<file path="src/hw/rtl/lkv_pkg.sv">
// Shared types and constants of the LRU key/value table.
package lkv_pkg;

   // Fixed field widths of the request and response transfers
   localparam int CMD_W      = 4;
   localparam int KEY_W      = 64;
   localparam int KLEN_W     = 4;
   localparam int VAL_W      = 32;
   localparam int OCC_W      = 5;
   localparam int CAP_W      = 5;
   localparam int REQ_DATA_W = CMD_W + KEY_W + KLEN_W + VAL_W;
   localparam int RSP_DATA_W = 72;
   localparam logic [CAP_W-1:0] CAP_RESET = 5'd16;

   // Command codes
   typedef enum logic [CMD_W-1:0] {
      CMD_PUT       = 4'd0,
      CMD_GET       = 4'd1,
      CMD_LOOKUP    = 4'd2,
      CMD_TOUCH     = 4'd3,
      CMD_REMOVE    = 4'd4,
      CMD_POP_HEAD  = 4'd5,
      CMD_POP_TAIL  = 4'd6,
      CMD_PEEK_HEAD = 4'd7,
      CMD_PEEK_TAIL = 4'd8
   } lkv_cmd_type;

   // One result item
   typedef struct packed {
      logic [OCC_W-1:0] occupancy;
      logic [VAL_W-1:0] evicted_value;
      logic             evicted;
      logic [VAL_W-1:0] value_out;
      logic             found;
   } lkv_result_type;

   // Write enables of the entry memory
   typedef struct packed {
      logic entry_we;   // key, key length and value
      logic value_we;   // value only
      logic rank_we;    // recency rank
   } lkv_wr_ctl_type;

endpackage

</file>
<file path="src/hw/rtl/lru_key_value_table_core.sv">
// Top level of the LRU key/value table: stream ports, capacity register, result register.
//
//   channel  dir  handshake                 payload
//   req      in   req_tvalid / req_tready   req_tdata: command, key, key_length, value
//   rsp      out  rsp_tvalid / rsp_tready   rsp_tdata: found, value_out, evicted,
//                                           evicted_value, occupancy
//   csr      in   csr_valid / csr_ready     csr_data: capacity
//
// A command sweeps the entry memory once, one entry per cycle, through a single
// compare unit; a command that reorders, inserts or removes sweeps it a second
// time to rewrite ranks.
// Reset is synchronous: the table comes up empty and capacity reads 16.
// req_tready stays low while a command is in work; a stalled response holds
// the next finished result in the sequencer, and no new command is taken until it moves on.
module lru_key_value_table_core #(
   parameter int ENTRIES    = 16,
   parameter int KEY_BYTES  = 8,
   parameter int VALUE_BITS = 32
) (
   input  logic                               clock,
   input  logic                               reset,
   input  logic                               req_tvalid,
   output logic                               req_tready,
   // [3:0] command, [67:4] key, [71:68] key_length, [103:72] value
   input  logic [lkv_pkg::REQ_DATA_W-1:0]     req_tdata,
   output logic                               rsp_tvalid,
   input  logic                               rsp_tready,
   // [0] found, [32:1] value_out, [33] evicted, [65:34] evicted_value,
   // [70:66] occupancy, [71] zero
   output logic [lkv_pkg::RSP_DATA_W-1:0]     rsp_tdata,
   input  logic                               csr_valid,
   output logic                               csr_ready,
   input  logic [lkv_pkg::CAP_W-1:0]          csr_data
);
   import lkv_pkg::*;

   localparam int IW  = $clog2(ENTRIES);
   localparam int KB8 = KEY_BYTES * 8;
   localparam int LW  = $clog2(KEY_BYTES + 1);

   logic [CAP_W-1:0]      capacity_ff, capacity_in;
   logic                  rsp_tvalid_ff, rsp_tvalid_in;
   logic [RSP_DATA_W-1:0] rsp_tdata_ff, rsp_tdata_in;

   logic                  start;
   logic                  ctrl_idle;
   logic                  res_valid;
   logic                  res_ready;
   logic                  res_push;
   lkv_result_type        res;

   logic [IW-1:0]         ram_rd_addr;
   logic [KB8-1:0]        ram_rd_key;
   logic [LW-1:0]         ram_rd_len;
   logic [VALUE_BITS-1:0] ram_rd_value;
   logic [IW-1:0]         ram_rd_rank;
   lkv_wr_ctl_type        ram_wr_ctl;
   logic [IW-1:0]         ram_wr_addr;
   logic [KB8-1:0]        ram_wr_key;
   logic [LW-1:0]         ram_wr_len;
   logic [VALUE_BITS-1:0] ram_wr_value;
   logic [IW-1:0]         ram_wr_rank;

   // Take a request only while the sequencer is idle
   assign req_tready = ctrl_idle;
   assign start      = req_tvalid && req_tready;

   // Capacity register always takes the transfer
   assign csr_ready   = 1'b1;
   assign capacity_in = (csr_valid && csr_ready) ? csr_data : capacity_ff;

   // Move a finished result into the output register when it has room
   assign res_ready = !rsp_tvalid_ff || rsp_tready;
   assign res_push  = res_valid && res_ready;

   always_comb begin
      rsp_tvalid_in = rsp_tvalid_ff;
      rsp_tdata_in  = rsp_tdata_ff;
      if (res_push) begin
         rsp_tvalid_in = 1'b1;
         rsp_tdata_in  = {1'b0, res.occupancy, res.evicted_value, res.evicted,
                          res.value_out, res.found};
      end else if (rsp_tready) begin
         rsp_tvalid_in = 1'b0;
      end
   end

   always_ff @(posedge clock) begin
      if (reset) begin
         capacity_ff   <= CAP_RESET;
         rsp_tvalid_ff <= 1'b0;
      end else begin
         capacity_ff   <= capacity_in;
         rsp_tvalid_ff <= rsp_tvalid_in;
      end
      rsp_tdata_ff <= rsp_tdata_in;
   end

   assign rsp_tvalid = rsp_tvalid_ff;
   assign rsp_tdata  = rsp_tdata_ff;

   lkv_ctrl #(
      .ENTRIES    (ENTRIES),
      .KEY_BYTES  (KEY_BYTES),
      .VALUE_BITS (VALUE_BITS)
   ) u_ctrl (
      .clock        (clock),
      .reset        (reset),
      .start        (start),
      .cmd          (req_tdata[3:0]),
      .key          (req_tdata[67:4]),
      .key_length   (req_tdata[71:68]),
      .value        (req_tdata[103:72]),
      .capacity     (capacity_ff),
      .idle         (ctrl_idle),
      .res_valid    (res_valid),
      .res_ready    (res_ready),
      .res          (res),
      .ram_rd_addr  (ram_rd_addr),
      .ram_rd_key   (ram_rd_key),
      .ram_rd_len   (ram_rd_len),
      .ram_rd_value (ram_rd_value),
      .ram_rd_rank  (ram_rd_rank),
      .ram_wr_ctl   (ram_wr_ctl),
      .ram_wr_addr  (ram_wr_addr),
      .ram_wr_key   (ram_wr_key),
      .ram_wr_len   (ram_wr_len),
      .ram_wr_value (ram_wr_value),
      .ram_wr_rank  (ram_wr_rank)
   );

   lkv_entry_ram #(
      .ENTRIES    (ENTRIES),
      .KEY_BYTES  (KEY_BYTES),
      .VALUE_BITS (VALUE_BITS)
   ) u_entry_ram (
      .clock    (clock),
      .rd_addr  (ram_rd_addr),
      .rd_key   (ram_rd_key),
      .rd_len   (ram_rd_len),
      .rd_value (ram_rd_value),
      .rd_rank  (ram_rd_rank),
      .wr_ctl   (ram_wr_ctl),
      .wr_addr  (ram_wr_addr),
      .wr_key   (ram_wr_key),
      .wr_len   (ram_wr_len),
      .wr_value (ram_wr_value),
      .wr_rank  (ram_wr_rank)
   );

`ifndef NO_ASSERTIONS
   // A taken request keeps the request side closed on the next cycle
   a_busy_after_accept: assert property (@(posedge clock) disable iff (reset)
      (req_tvalid && req_tready) |=> !req_tready)
      else $error("request accepted while the previous one is in work");

   // An eviction only comes with a put that missed
   a_evict_on_miss: assert property (@(posedge clock) disable iff (reset)
      (res_push && res.evicted) |-> !res.found)
      else $error("eviction reported together with a hit");

   // A miss carries a zero value_out
   a_miss_zero: assert property (@(posedge clock) disable iff (reset)
      (res_push && !res.found) |-> (res.value_out == '0))
      else $error("nonzero value on a miss");

   // Without an eviction the evicted value stays zero
   a_no_evict_zero: assert property (@(posedge clock) disable iff (reset)
      (res_push && !res.evicted) |-> (res.evicted_value == '0))
      else $error("evicted value without an eviction");
`endif

endmodule

</file>
<file path="src/hw/rtl/lkv_entry_ram.sv">
// Entry memory: keys, key lengths, values and recency ranks, one port each way.
module lkv_entry_ram #(
   parameter int ENTRIES    = 16,
   parameter int KEY_BYTES  = 8,
   parameter int VALUE_BITS = 32
) (
   input  logic                               clock,
   input  logic [$clog2(ENTRIES)-1:0]         rd_addr,
   output logic [KEY_BYTES*8-1:0]             rd_key,
   output logic [$clog2(KEY_BYTES+1)-1:0]     rd_len,
   output logic [VALUE_BITS-1:0]              rd_value,
   output logic [$clog2(ENTRIES)-1:0]         rd_rank,
   input  lkv_pkg::lkv_wr_ctl_type            wr_ctl,
   input  logic [$clog2(ENTRIES)-1:0]         wr_addr,
   input  logic [KEY_BYTES*8-1:0]             wr_key,
   input  logic [$clog2(KEY_BYTES+1)-1:0]     wr_len,
   input  logic [VALUE_BITS-1:0]              wr_value,
   input  logic [$clog2(ENTRIES)-1:0]         wr_rank
);
   import lkv_pkg::*;

   localparam int IW  = $clog2(ENTRIES);
   localparam int KB8 = KEY_BYTES * 8;
   localparam int LW  = $clog2(KEY_BYTES + 1);

   logic [KB8-1:0]        key_mem   [ENTRIES];
   logic [LW-1:0]         len_mem   [ENTRIES];
   logic [VALUE_BITS-1:0] value_mem [ENTRIES];
   logic [IW-1:0]         rank_mem  [ENTRIES];

   logic [KB8-1:0]        rd_key_ff;
   logic [LW-1:0]         rd_len_ff;
   logic [VALUE_BITS-1:0] rd_value_ff;
   logic [IW-1:0]         rd_rank_ff;

   // Write the addressed entry
   always_ff @(posedge clock) begin
      if (wr_ctl.entry_we) begin
         key_mem[wr_addr] <= wr_key;
         len_mem[wr_addr] <= wr_len;
      end
      if (wr_ctl.entry_we || wr_ctl.value_we) begin
         value_mem[wr_addr] <= wr_value;
      end
      if (wr_ctl.rank_we) begin
         rank_mem[wr_addr] <= wr_rank;
      end
   end

   // Register the read data
   always_ff @(posedge clock) begin
      rd_key_ff   <= key_mem[rd_addr];
      rd_len_ff   <= len_mem[rd_addr];
      rd_value_ff <= value_mem[rd_addr];
      rd_rank_ff  <= rank_mem[rd_addr];
   end

   assign rd_key   = rd_key_ff;
   assign rd_len   = rd_len_ff;
   assign rd_value = rd_value_ff;
   assign rd_rank  = rd_rank_ff;

endmodule

</file>
<file path="src/hw/rtl/lkv_ctrl.sv">
// Sequencer: sweeps the entry memory with one shared compare and rank-adjust unit.
module lkv_ctrl #(
   parameter int ENTRIES    = 16,
   parameter int KEY_BYTES  = 8,
   parameter int VALUE_BITS = 32
) (
   input  logic                                 clock,
   input  logic                                 reset,
   input  logic                                 start,
   input  logic [lkv_pkg::CMD_W-1:0]            cmd,
   input  logic [lkv_pkg::KEY_W-1:0]            key,
   input  logic [lkv_pkg::KLEN_W-1:0]           key_length,
   input  logic [lkv_pkg::VAL_W-1:0]            value,
   input  logic [lkv_pkg::CAP_W-1:0]            capacity,
   output logic                                 idle,
   output logic                                 res_valid,
   input  logic                                 res_ready,
   output lkv_pkg::lkv_result_type              res,
   output logic [$clog2(ENTRIES)-1:0]           ram_rd_addr,
   input  logic [KEY_BYTES*8-1:0]               ram_rd_key,
   input  logic [$clog2(KEY_BYTES+1)-1:0]       ram_rd_len,
   input  logic [VALUE_BITS-1:0]                ram_rd_value,
   input  logic [$clog2(ENTRIES)-1:0]           ram_rd_rank,
   output lkv_pkg::lkv_wr_ctl_type              ram_wr_ctl,
   output logic [$clog2(ENTRIES)-1:0]           ram_wr_addr,
   output logic [KEY_BYTES*8-1:0]               ram_wr_key,
   output logic [$clog2(KEY_BYTES+1)-1:0]       ram_wr_len,
   output logic [VALUE_BITS-1:0]                ram_wr_value,
   output logic [$clog2(ENTRIES)-1:0]           ram_wr_rank
);
   import lkv_pkg::*;

   localparam int IW   = $clog2(ENTRIES);
   localparam int CW   = $clog2(ENTRIES + 1);
   localparam int KB8  = KEY_BYTES * 8;
   localparam int LW   = $clog2(KEY_BYTES + 1);
   localparam int CMPW = (CW > CAP_W) ? CW : CAP_W;

   typedef enum logic [2:0] {
      ST_IDLE, ST_SCAN, ST_DECIDE, ST_UPDATE, ST_DONE
   } state_type;

   typedef enum logic [1:0] {
      OP_NONE, OP_MOVE, OP_REMOVE, OP_INSERT
   } op_type;

   // What one sweep found
   typedef struct packed {
      logic                  hit;
      logic [IW-1:0]         hit_slot;
      logic [IW-1:0]         hit_rank;
      logic [VALUE_BITS-1:0] hit_val;
      logic                  rk;
      logic [IW-1:0]         rk_slot;
      logic [VALUE_BITS-1:0] rk_val;
      logic                  free;
      logic [IW-1:0]         free_slot;
   } scan_type;

   state_type             state_ff, state_in;
   op_type                op_ff, op_in;
   logic [CMD_W-1:0]      cmd_ff, cmd_in;
   logic [KB8-1:0]        key_ff, key_in;
   logic [LW-1:0]         len_ff, len_in;
   logic [VALUE_BITS-1:0] val_ff, val_in;
   logic [CW-1:0]         rd_idx_ff, rd_idx_in;
   logic                  dat_vld_ff, dat_vld_in;
   logic [IW-1:0]         dat_idx_ff, dat_idx_in;
   scan_type              scan_ff, scan_in;
   logic [IW-1:0]         slot_ff, slot_in;
   logic [IW-1:0]         rank_ff, rank_in;
   logic                  put_hit_ff, put_hit_in;
   lkv_result_type        res_ff, res_in;
   logic [CW-1:0]         live_ff, live_in;
   logic [ENTRIES-1:0]    valid_ff, valid_in;

   logic [KLEN_W-1:0]     len_sat;
   logic [KEY_W-1:0]      key_masked;
   logic [IW-1:0]         rank_tgt;
   logic [CMPW-1:0]       cap_ext;
   logic [CMPW-1:0]       cap_eff;
   logic                  table_full;
   logic                  entry_valid;
   logic                  key_eq;
   logic                  rank_eq;

   // Normalize the incoming key: saturate the length, clear bytes beyond it
   always_comb begin
      len_sat = (key_length > KLEN_W'(KEY_BYTES)) ? KLEN_W'(KEY_BYTES) : key_length;
      for (int b = 0; b < 8; b++) begin
         key_masked[b*8 +: 8] = (KLEN_W'(b) < len_sat) ? key[b*8 +: 8] : 8'h00;
      end
   end

   // Effective capacity: zero acts as one, saturate at the table size
   always_comb begin
      cap_ext = CMPW'(capacity);
      if (cap_ext == '0) begin
         cap_eff = CMPW'(1);
      end else if (cap_ext > CMPW'(ENTRIES)) begin
         cap_eff = CMPW'(ENTRIES);
      end else begin
         cap_eff = cap_ext;
      end
      table_full = (CMPW'(live_ff) >= cap_eff);
   end

   // Rank looked for during the sweep: head or tail
   assign rank_tgt = (cmd_ff == CMD_POP_HEAD || cmd_ff == CMD_PEEK_HEAD) ?
                     '0 : IW'(live_ff - CW'(1));

   // Shared compare unit on the entry that just came out of memory
   assign entry_valid = valid_ff[dat_idx_ff];
   assign key_eq  = entry_valid && (ram_rd_len == len_ff) && (ram_rd_key == key_ff);
   assign rank_eq = entry_valid && (ram_rd_rank == rank_tgt);

   always_comb begin
      logic          evict;
      logic [IW-1:0] new_slot;

      evict      = 1'b0;
      new_slot   = '0;
      state_in   = state_ff;
      op_in      = op_ff;
      cmd_in     = cmd_ff;
      key_in     = key_ff;
      len_in     = len_ff;
      val_in     = val_ff;
      rd_idx_in  = rd_idx_ff;
      dat_vld_in = 1'b0;
      dat_idx_in = dat_idx_ff;
      scan_in    = scan_ff;
      slot_in    = slot_ff;
      rank_in    = rank_ff;
      put_hit_in = put_hit_ff;
      res_in     = res_ff;
      live_in    = live_ff;
      valid_in   = valid_ff;

      ram_rd_addr  = rd_idx_ff[IW-1:0];
      ram_wr_ctl   = '0;
      ram_wr_addr  = dat_idx_ff;
      ram_wr_key   = key_ff;
      ram_wr_len   = len_ff;
      ram_wr_value = val_ff;
      ram_wr_rank  = '0;

      // Advance the read pointer during both sweeps
      if (state_ff == ST_SCAN || state_ff == ST_UPDATE) begin
         if (rd_idx_ff != CW'(ENTRIES)) begin
            rd_idx_in  = rd_idx_ff + CW'(1);
            dat_vld_in = 1'b1;
            dat_idx_in = rd_idx_ff[IW-1:0];
         end
      end

      case (state_ff)
         ST_IDLE: begin
            if (start) begin
               cmd_in    = cmd;
               key_in    = KB8'(key_masked);
               len_in    = LW'(len_sat);
               val_in    = VALUE_BITS'(value);
               scan_in   = '0;
               rd_idx_in = '0;
               state_in  = ST_SCAN;
            end
         end

         ST_SCAN: begin
            // Keep the first key hit, first rank hit and first free slot
            if (dat_vld_ff) begin
               if (key_eq && !scan_ff.hit) begin
                  scan_in.hit      = 1'b1;
                  scan_in.hit_slot = dat_idx_ff;
                  scan_in.hit_rank = ram_rd_rank;
                  scan_in.hit_val  = ram_rd_value;
               end
               if (rank_eq && !scan_ff.rk) begin
                  scan_in.rk      = 1'b1;
                  scan_in.rk_slot = dat_idx_ff;
                  scan_in.rk_val  = ram_rd_value;
               end
               if (!entry_valid && !scan_ff.free) begin
                  scan_in.free      = 1'b1;
                  scan_in.free_slot = dat_idx_ff;
               end
            end
            if (rd_idx_ff == CW'(ENTRIES) && !dat_vld_ff) begin
               state_in = ST_DECIDE;
            end
         end

         ST_DECIDE: begin
            res_in     = '0;
            op_in      = OP_NONE;
            put_hit_in = 1'b0;
            case (cmd_ff)
               CMD_PUT: begin
                  if (scan_ff.hit) begin
                     res_in.found     = 1'b1;
                     res_in.value_out = VAL_W'(scan_ff.hit_val);
                     op_in            = OP_MOVE;
                     slot_in          = scan_ff.hit_slot;
                     rank_in          = scan_ff.hit_rank;
                     put_hit_in       = 1'b1;
                  end else begin
                     evict = table_full && (live_ff != '0) && scan_ff.rk;
                     new_slot = (evict && (!scan_ff.free || scan_ff.rk_slot < scan_ff.free_slot))
                                ? scan_ff.rk_slot : scan_ff.free_slot;
                     if (evict) begin
                        res_in.evicted       = 1'b1;
                        res_in.evicted_value = VAL_W'(scan_ff.rk_val);
                        valid_in[scan_ff.rk_slot] = 1'b0;
                     end
                     if (evict || scan_ff.free) begin
                        valid_in[new_slot] = 1'b1;
                        op_in              = OP_INSERT;
                        slot_in            = new_slot;
                        if (!evict) begin
                           live_in = live_ff + CW'(1);
                        end
                     end
                  end
               end
               CMD_GET, CMD_TOUCH: begin
                  if (scan_ff.hit) begin
                     res_in.found     = 1'b1;
                     res_in.value_out = VAL_W'(scan_ff.hit_val);
                     op_in            = OP_MOVE;
                     slot_in          = scan_ff.hit_slot;
                     rank_in          = scan_ff.hit_rank;
                  end
               end
               CMD_LOOKUP: begin
                  if (scan_ff.hit) begin
                     res_in.found     = 1'b1;
                     res_in.value_out = VAL_W'(scan_ff.hit_val);
                  end
               end
               CMD_REMOVE: begin
                  if (scan_ff.hit) begin
                     res_in.found     = 1'b1;
                     res_in.value_out = VAL_W'(scan_ff.hit_val);
                     valid_in[scan_ff.hit_slot] = 1'b0;
                     live_in          = live_ff - CW'(1);
                     op_in            = OP_REMOVE;
                     rank_in          = scan_ff.hit_rank;
                  end
               end
               CMD_POP_HEAD, CMD_POP_TAIL: begin
                  if (live_ff != '0 && scan_ff.rk) begin
                     res_in.found     = 1'b1;
                     res_in.value_out = VAL_W'(scan_ff.rk_val);
                     valid_in[scan_ff.rk_slot] = 1'b0;
                     live_in          = live_ff - CW'(1);
                     op_in            = OP_REMOVE;
                     rank_in          = rank_tgt;
                  end
               end
               CMD_PEEK_HEAD, CMD_PEEK_TAIL: begin
                  if (live_ff != '0 && scan_ff.rk) begin
                     res_in.found     = 1'b1;
                     res_in.value_out = VAL_W'(scan_ff.rk_val);
                  end
               end
               default: begin
               end
            endcase
            res_in.occupancy = OCC_W'(live_in);
            rd_idx_in        = '0;
            state_in         = (op_in == OP_NONE) ? ST_DONE : ST_UPDATE;
         end

         ST_UPDATE: begin
            // Rewrite ranks, and the new entry or value, one entry per cycle
            if (dat_vld_ff) begin
               case (op_ff)
                  OP_MOVE: begin
                     if (dat_idx_ff == slot_ff) begin
                        ram_wr_ctl.rank_we  = 1'b1;
                        ram_wr_ctl.value_we = put_hit_ff;
                        ram_wr_rank         = '0;
                     end else if (entry_valid && ram_rd_rank < rank_ff) begin
                        ram_wr_ctl.rank_we = 1'b1;
                        ram_wr_rank        = ram_rd_rank + IW'(1);
                     end
                  end
                  OP_REMOVE: begin
                     if (entry_valid && ram_rd_rank > rank_ff) begin
                        ram_wr_ctl.rank_we = 1'b1;
                        ram_wr_rank        = ram_rd_rank - IW'(1);
                     end
                  end
                  OP_INSERT: begin
                     if (dat_idx_ff == slot_ff) begin
                        ram_wr_ctl.entry_we = 1'b1;
                        ram_wr_ctl.rank_we  = 1'b1;
                        ram_wr_rank         = '0;
                     end else if (entry_valid) begin
                        ram_wr_ctl.rank_we = 1'b1;
                        ram_wr_rank        = ram_rd_rank + IW'(1);
                     end
                  end
                  default: begin
                  end
               endcase
            end
            if (rd_idx_ff == CW'(ENTRIES) && !dat_vld_ff) begin
               state_in = ST_DONE;
            end
         end

         ST_DONE: begin
            if (res_ready) begin
               state_in = ST_IDLE;
            end
         end

         default: begin
            state_in = ST_IDLE;
         end
      endcase
   end

   // Hold state, sweep pointers and the result
   always_ff @(posedge clock) begin
      if (reset) begin
         state_ff   <= ST_IDLE;
         op_ff      <= OP_NONE;
         rd_idx_ff  <= '0;
         dat_vld_ff <= 1'b0;
         live_ff    <= '0;
         valid_ff   <= '0;
      end else begin
         state_ff   <= state_in;
         op_ff      <= op_in;
         rd_idx_ff  <= rd_idx_in;
         dat_vld_ff <= dat_vld_in;
         live_ff    <= live_in;
         valid_ff   <= valid_in;
      end
      cmd_ff     <= cmd_in;
      key_ff     <= key_in;
      len_ff     <= len_in;
      val_ff     <= val_in;
      dat_idx_ff <= dat_idx_in;
      scan_ff    <= scan_in;
      slot_ff    <= slot_in;
      rank_ff    <= rank_in;
      put_hit_ff <= put_hit_in;
      res_ff     <= res_in;
   end

   assign idle      = (state_ff == ST_IDLE);
   assign res_valid = (state_ff == ST_DONE);
   assign res       = res_ff;

endmodule

</file>
<file path="config.mk">
export PLATFORM = sky130hd
export DESIGN_NAME = lru_key_value_table_core
export DESIGN_NICKNAME = d
export VERILOG_FILES = /design/src/hw/rtl/lkv_pkg.sv /design/src/hw/rtl/lru_key_value_table_core.sv /design/src/hw/rtl/lkv_entry_ram.sv /design/src/hw/rtl/lkv_ctrl.sv
export SDC_FILE = /design/constraint.sdc
export NUM_CORES = 2
export LEC_CHECK = 0
export BUFFER_PORTS_ARGS = -buffer_cell sky130_fd_sc_hd__clkbuf_2
export CAP_MARGIN = 15
export CORE_MARGIN = 1
export CORE_UTILIZATION = 50
export DETAILED_ROUTE_END_ITERATION = 7
export PLACE_DENSITY = 0.66
export SYNTH_ARGS = -nofsm -noshare
export SYNTH_HDL_FRONTEND = slang
export SYNTH_SLANG_ARGS = --single-unit
</file>
<file path="constraint.sdc">
create_clock -name clock -period 4.8 [get_ports clock]
set_input_delay 0.96 -clock clock [delete_from_list [all_inputs] [get_ports clock]]
set_output_delay 0.96 -clock clock [all_outputs]
set_load 0.1 [all_outputs]
</file>
After elaboration in Yosys (flattened, before gate mapping)
Memories as Yosys holds them, arrays and structs flattened. A register that Yosys moved wholly into a read port is not among the register bits.
Cells that the tools add are included.
{"block": "classes", "addsub": 5, "magnitude_cmp": 21, "n_mul": 0, "n_shift": 0, "div_mod_pow": 0, "reduce_logical": 57, "bitwise_logic": 8, "n_eq_ne": 35, "mux": 92}
{"operator": "83-bit two-way mux", "n": 2}
{"operator": "83-bit one-hot mux with 2 select lines", "n": 1}
{"operator": "16-bit two-way mux", "n": 8}
{"operator": "33-bit two-way mux", "n": 2}
{"operator": "33-bit one-hot mux with 2 select lines", "n": 1}
{"operator": "64-bit == test", "n": 1}
{"operator": "4-bit two-way mux", "n": 15}
{"operator": "5-bit two-way mux", "n": 11}
{"operator": "16-bit one-hot mux with 3 select lines", "n": 1}
{"operator": "41-bit two-way mux", "n": 1}
{"operator": "37-bit two-way mux", "n": 1}
{"operator": "16-bit AND", "n": 2}
{"operator": "16-bit NOT", "n": 2}
{"operator": "1-bit two-way mux", "n": 25}
{"operator": "4-bit AND reduction", "n": 6}
{"operator": "3-bit two-way mux", "n": 7}
{"operator": "4-bit by 5-bit less-than comparator with 1-bit output, second input constant", "n": 4}
{"operator": "1-bit logical AND", "n": 18}
{"operator": "4-bit by 3-bit == test with 1-bit output, second input constant", "n": 4}
{"operator": "3-bit by 4-bit less-than comparator with 1-bit output, first input constant", "n": 4}
{"operator": "16-bit bitwise OR", "n": 1}
{"operator": "4-bit one-hot mux with 2 select lines", "n": 2}
{"operator": "3-bit one-hot mux with 5 select lines", "n": 1}
{"operator": "5-bit one-hot mux with 3 select lines", "n": 1}
{"operator": "other kinds (49)", "n": 97}
{"block": "word_totals", "mem_bits_rw": 1664, "mem_bits_ro": 0, "latch_bits": 0, "word_cells": 260, "regBits": 380, "mem_count": 4}
{"memory": "u_entry_ram.key_mem", "depth": 16, "width": 64, "rd": 1, "rd_ports_with_merged_regs": 1, "wr": 1, "line_no": "lkv_entry_ram.sv:26", "rtl": "logic [KB8-1:0] key_mem [ENTRIES];"}
{"memory": "u_entry_ram.value_mem", "depth": 16, "width": 32, "rd": 1, "rd_ports_with_merged_regs": 1, "wr": 1, "line_no": "lkv_entry_ram.sv:28", "rtl": "logic [VALUE_BITS-1:0] value_mem [ENTRIES];"}
{"memory": "u_entry_ram.len_mem", "depth": 16, "width": 4, "rd": 1, "rd_ports_with_merged_regs": 1, "wr": 1, "line_no": "lkv_entry_ram.sv:27", "rtl": "logic [LW-1:0] len_mem [ENTRIES];"}
{"memory": "u_entry_ram.rank_mem", "depth": 16, "width": 4, "rd": 1, "rd_ports_with_merged_regs": 1, "wr": 1, "line_no": "lkv_entry_ram.sv:29", "rtl": "logic [IW-1:0] rank_mem [ENTRIES];"}

Longest topological paths before layout
{"block": "logic_depth", "depth_word": 16, "mapped_depth": 12}

Cells and area by module
A second synthesis with hierarchy kept.
{"block": "unflattened", "hier_cells": 3911, "area_unflattened_um2": 80790.0}
{"module": "lkv_entry_ram", "n_inst": 1, "cells_each": 2710, "area_per_inst_um2": 64444.3}
{"module": "lkv_ctrl", "n_inst": 1, "cells_each": 1104, "area_per_inst_um2": 13959.6}
{"module": "lru_key_value_table_core", "n_inst": 1, "cells_each": 97, "area_per_inst_um2": 2386.0}

Worst setup path before layout
No wires, ideal clock.
{"block": "synth_path", "path_type": "flip-flop to flip-flop", "start": "reg u_ctrl.state_ff[1]", "end": "reg u_ctrl.scan_ff[0] in the netlist's numbering (enable)", "setup_ps": 321, "setup_slack_ps": -742, "t_arrival_ps": 5221, "path_buffers": 0, "stages_incl_launch_ff": 5, "path_cell_list": "dfxtp_1 > nor3_1 > nand2_1 > inv_1 > a41o_1"}
{"block": "synth_via", "elab_chain_len": 4, "word_cells_on_any_way": 8, "cone_classes": "4 x eq/ne; 4 x reduce/logical"}
{"element": "from (decl)", "line_no": "lkv_ctrl.sv:60", "rtl": "state_type state_ff, state_in;"}
{"element": "from (signal assigned)", "line_no": "lkv_ctrl.sv:336", "rtl": "state_ff <= state_in;"}
{"element": "3-bit logical NOT (*)", "line_no": "lkv_ctrl.sv:355", "rtl": "assign idle = (state_ff == ST_IDLE);"}
{"element": "net req_tready", "line_no": "lru_key_value_table_core.sv:23", "rtl": "output logic req_tready,"}
{"element": "1-bit logical AND", "line_no": "lru_key_value_table_core.sv:66", "rtl": "assign start = req_tvalid && req_tready;"}
{"element": "2-bit by 1-bit != test with 1-bit output (no line)"}
{"element": "4-bit AND reduction (no line) (*)"}
{"element": "to (signal assigned)", "line_no": "lkv_ctrl.sv:348", "rtl": "scan_ff <= scan_in;"}
{"element": "to (decl)", "line_no": "lkv_ctrl.sv:69", "rtl": "scan_type scan_ff, scan_in;"}
The timed path passes the listed nets; every way through them passes the cells marked *.
A chain may end at the register's enable or synchronous reset.

Worst setup path in the final report
{"block": "layout_path", "start": "reg u_ctrl.key_ff[13], in the netlist u_ctrl.ram_wr_key[13]", "end": "reg u_ctrl.scan_ff[55] in the netlist's numbering (enable)"}
{"block": "layout_via", "elab_chain_len": 5}
{"element": "from (decl)", "line_no": "lkv_ctrl.sv:63", "rtl": "logic [KB8-1:0] key_ff, key_in;"}
{"element": "from (signal assigned)", "line_no": "lkv_ctrl.sv:344", "rtl": "key_ff <= key_in;"}
{"element": "64-bit == test", "line_no": "lkv_ctrl.sv:114", "rtl": "assign key_eq = entry_valid && (ram_rd_len == len_ff) && (ram_rd_key == key_ff);"}
{"element": "1-bit logical AND", "line_no": "lkv_ctrl.sv:114"}
{"element": "1-bit logical AND", "line_no": "lkv_ctrl.sv:173", "rtl": "if (key_eq && !scan_ff.hit) begin"}
{"element": "2-bit != test (no line)"}
{"element": "4-bit AND reduction (no line)"}
No other way between the ends.

==> results by group <==
Run status
  – Status: completed

Placed design
  – Setup WS pre-CTS: around 700 ps
  – DP Wirelength: 95700 µm
  – IO Port Bufs: around 190
  – Placer Congestion: 0.854

Pwr
  – Leak: 28.6 nW
  – Pint: approximately 32 mW
  – Total Power: around 41 mW
  – Sw Pwr: between 9 and 10 mW
  – Sequential share of power: between 50% and 60%
  – Clock network power share: 39.1%
  – Combinational power share: between 6 and 7%
  – Net Sw Frac: approximately 22%
  – P per Cell Area: ~450 mW/mm²
  – Worst VDD drop: between 400 and 500 µV

Synth
  – Asr flop ratio synth: 0%
  – YS warnings: 0
  – Post-synth EDFFs: about 2000
  – Most used DFF post-synth: edfxtp_1
  – Syn Std Cell Area: roughly 0.081 mm²
  – FF+latch count, synth: around 2100
  – Syn Nets: 3809
  – Yosys cell types: 90
  – Mean Syn Cell Area: approximately 22 µm²
  – Sequential element share of the synthesized area: a little under 80%
  – Post-synthesis cell count: ~3700

CTS
  – Worst skew pair latency: between 800 and 900 ps
  – Number of buffers created by CTS: slightly above 200
  – Clk sinks: about 2100
  – Clock root cell: clkbuf_16
  – Post_cts resized: 0
  – Htree depth: 4
  – CTS Hold Bufs: 0
  – CTS tree: done
  – Clock buffer depth: 3
  – Clock transition at the registers of the reported paths: approximately 70 ps
  – Post-CTS Repair Setup Buffers: 0

Worst setup path
  – Cell-by-cell trace of the critical path: xnor2_1, nand4_1, nor4_1, nand4_1, or4_1, a22oi_2, buf_12
  – Bufs and invs on worst path: 1
  – Worst path required time: 5300 ps
  – Setup CP Type: reg -> reg
  – CP endpoint kind: flop
  – Worst path slowest cell: nor4_1
  – Top cell by count, worst path: nand4_1
  – Crit path largest cell delay: roughly 960 ps
  – CP Depth: 7
  – Crit-path max FO: 41
  – CP Launch Type: flop
  – FF-to-FF path depth: 7
  – Delay-heaviest family, CP: simple AND/OR/NAND/NOR gates
  – Critical Path AT: about 4600 ps

Final layout
  – Final Util: a little under three fifths
  – Synth-to-layout area growth: 13.7%
  – # fillers: between 10000 and 15000
  – Layout cells sized above 1: between 20 and 30%
  – Layout Nets: between 4000 and 5000

Drt
  – Wire per inst: ~28 µm
  – Final ANT Viol Nets: 0
  – Post-Route WL: approximately 180000 µm
  – Routed via count: around 38000
  – DR pass1 iterations: 5
  – Vias per cell: around 6.0
  – Drt first-iter violations: roughly 4100
  – Number of remaining DRC errors: 0

STA
  – F_max: around 240 MHz
  – Final period util: between 80% and 90%
  – Rel. slew slack: between 20% and 30%
  – Fin. Hold Viols: 0
  – Total negative slack: 0 ps
  – Slew @ Worst Pin: between 1000 and 1500 ps
  – Max Clock Skew: 35.0 ps
  – Fin worst setup slack: just under 700 ps
  – Setup Viol. Count Final: 0
  – Slew Viols, Final: 0
  – Final Critical Period: 4110 ps
  – RSZ-0062 raised after global routing: false

GRT
  – First-pass GRT wire length: approximately 260000 µm
  – Global Route Usage Sum: between 20% and 30%
  – Largest net degree at the start of global routing: a little over 100
  – Overflow after GRT: 0
  – Vias in the first global route: about 38000
  – Initial antenna violation count: 9

Worst hold path
  – Worst min-delay path category: in -> reg
  – WHS Path Cells: 1

Floorplan
  – I/O Pins: approximately 190
  – Die area: roughly 0.16 mm²
  – Die height: between 400 and 500 µm
  – Row count: 147
  – Die width: 405 µm
  – Starting Density: 50.4%
  – Core Area: ~0.16 mm²

Job
  – Max-Cap Viols: 0
worst reg2reg max path, delay by kind of cell (launching register included):
kind / cells / cell delay [ps]
AOI/OAI and AO/OA: 1 / 230
xor gates and xnor gates: 1 / 360
buffers and inverters: 1 / 270
DFF: 1 / 600
and+or+nand+nor: 4 / 2270
layer usage:
layer	GRT usage, %	wire, µm
met4	5.00	3150
met5	0	9
met1	32.8	77100
met2	33.8	84000
met3	3.54	12100
state kept, by name, indices dropped and copies added, names as in the netlist, 4 cells and up:
register / cells
u_entry_ram.key_mem: 1024
u_entry_ram.value_mem: 512
u_ctrl.scan_ff: 83
rsp_tdata: 71
u_ctrl.res: 71
u_ctrl.ram_wr_key: 64
u_entry_ram.len_mem: 64
u_entry_ram.rank_mem: 64
u_entry_ram.rd_key: 64
u_ctrl.ram_wr_value: 32
u_entry_ram.rd_value: 32
u_ctrl.valid_ff: 16
capacity_ff: 5
u_ctrl.live_ff: 5
u_ctrl.rd_idx_ff: 5
u_ctrl.cmd_ff: 4
u_ctrl.ram_wr_addr: 4
u_ctrl.ram_wr_len: 4
u_ctrl.rank_ff: 4
u_ctrl.slot_ff: 4
u_entry_ram.rd_len: 4
u_entry_ram.rd_rank: 4
cell type report:
| type | instances | area, µm² | share of cell area (%) |
|---|---|---|---|
| clock buffers | 299 | 5890 | 6.39 |
| clock inverters | 91 | 961 | 1.04 |
| well taps | 2160 | 2700 | 2.93 |
| repair buffers | 278 | 2100 | 2.28 |
| multi-input cells | 1299 | 17200 | 18.7 |
| inverters | 47 | 181 | 0.197 |
| diodes | 1 | 2.50 | 0.00272 |
| flip-flops and latches | 2148 | 63100 | 68.5 |
synthesized netlist by cell type (all sizes together) (42+ instances only):
master	instances	area share [%]
edfxtp	2006	74
mux4	524	15
dfxtp	142	3.5
nor2	117	0.58
clkbuf	102	0.50
buf	81	0.56
nor2b	78	0.60
nand2	57	0.27
and2	54	0.42
inv	46	0.21
o21ai	43	0.27
xnor2	42	0.45
logic make-up after synthesis:
family | share of synthesized area, %
muxes | 14.7
buffers and inverters | 1.28
xor gates and xnor gates | 0.659
and+or+nand+nor | 2.98
DFF | 77.9
adders and majority gates | 0.278
AOI/OAI and AO/OA | 2.23
other | 0.00927
power groups by stage:
stage | Clock, mW | Combinational [mW] | Sequential (mW)
floorplan | 0 | 2.00 | 22.5
global placement | 0 | 2.88 | 22.6
finish | 16.2 | 2.85 | 22.3
CTS | 16.4 | 2.90 | 22.3
detailed placement | 0 | 2.89 | 22.7
global route | 17.1 | 3.06 | 22.4
final timing paths:
| kind | endpoint | slack [ps] | from |
|---|---|---|---|
| min | u_ctrl.ram_wr_value[26] | 310 | req_tdata[98] |
| max reg2reg | u_ctrl.scan_ff[55] | 690 | u_ctrl.ram_wr_key[13] |
| min reg2reg | rsp_tdata[0] | 410 | u_ctrl.res[0] |
| max | u_ctrl.scan_ff[55] | 690 | u_ctrl.ram_wr_key[13] |
stage by stage:
step                hold slack (ps)  instances  area, µm²
floorplan                       400       3677      81000
global placement                403       5930      85300
detailed placement              405       5931      85300
CTS                             245       6321      92100
global route                    267       6322      92100
finish                          310       6323      92100
cells in the final DEF (no fill, tap or decap), types with 16 or more instances in the layout:
| cell | netlist | final |
|---|---|---|
| edfxtp_1 | 2006 | 2006 |
| mux4_2 | 522 | 522 |
| clkbuf_16 | 0 | 210 |
| clkbuf_2 | 0 | 186 |
| dfxtp_1 | 142 | 138 |
| nor2b_1 | 78 | 77 |
| nor2_1 | 105 | 71 |
| clkbuf_1 | 99 | 59 |
| nand2_1 | 56 | 56 |
| buf_4 | 4 | 54 |
| and2_1 | 53 | 53 |
| inv_1 | 46 | 45 |
| xnor2_1 | 42 | 42 |
| a22o_1 | 39 | 39 |
| clkinv_2 | 0 | 38 |
| buf_12 | 1 | 38 |
| a21oi_1 | 36 | 35 |
| and3_1 | 35 | 35 |
| nor2_4 | 0 | 33 |
| clkbuf_8 | 2 | 30 |
| o21ai_0 | 25 | 24 |
| nor3_1 | 23 | 22 |
| o22ai_1 | 21 | 21 |
| xor2_1 | 19 | 19 |
| ha_1 | 18 | 18 |
| clkinv_1 | 1 | 17 |
| nand4_1 | 16 | 16 |
| a31oi_1 | 16 | 16 |
No activity file was read; power rests on OpenSTA's default activity.
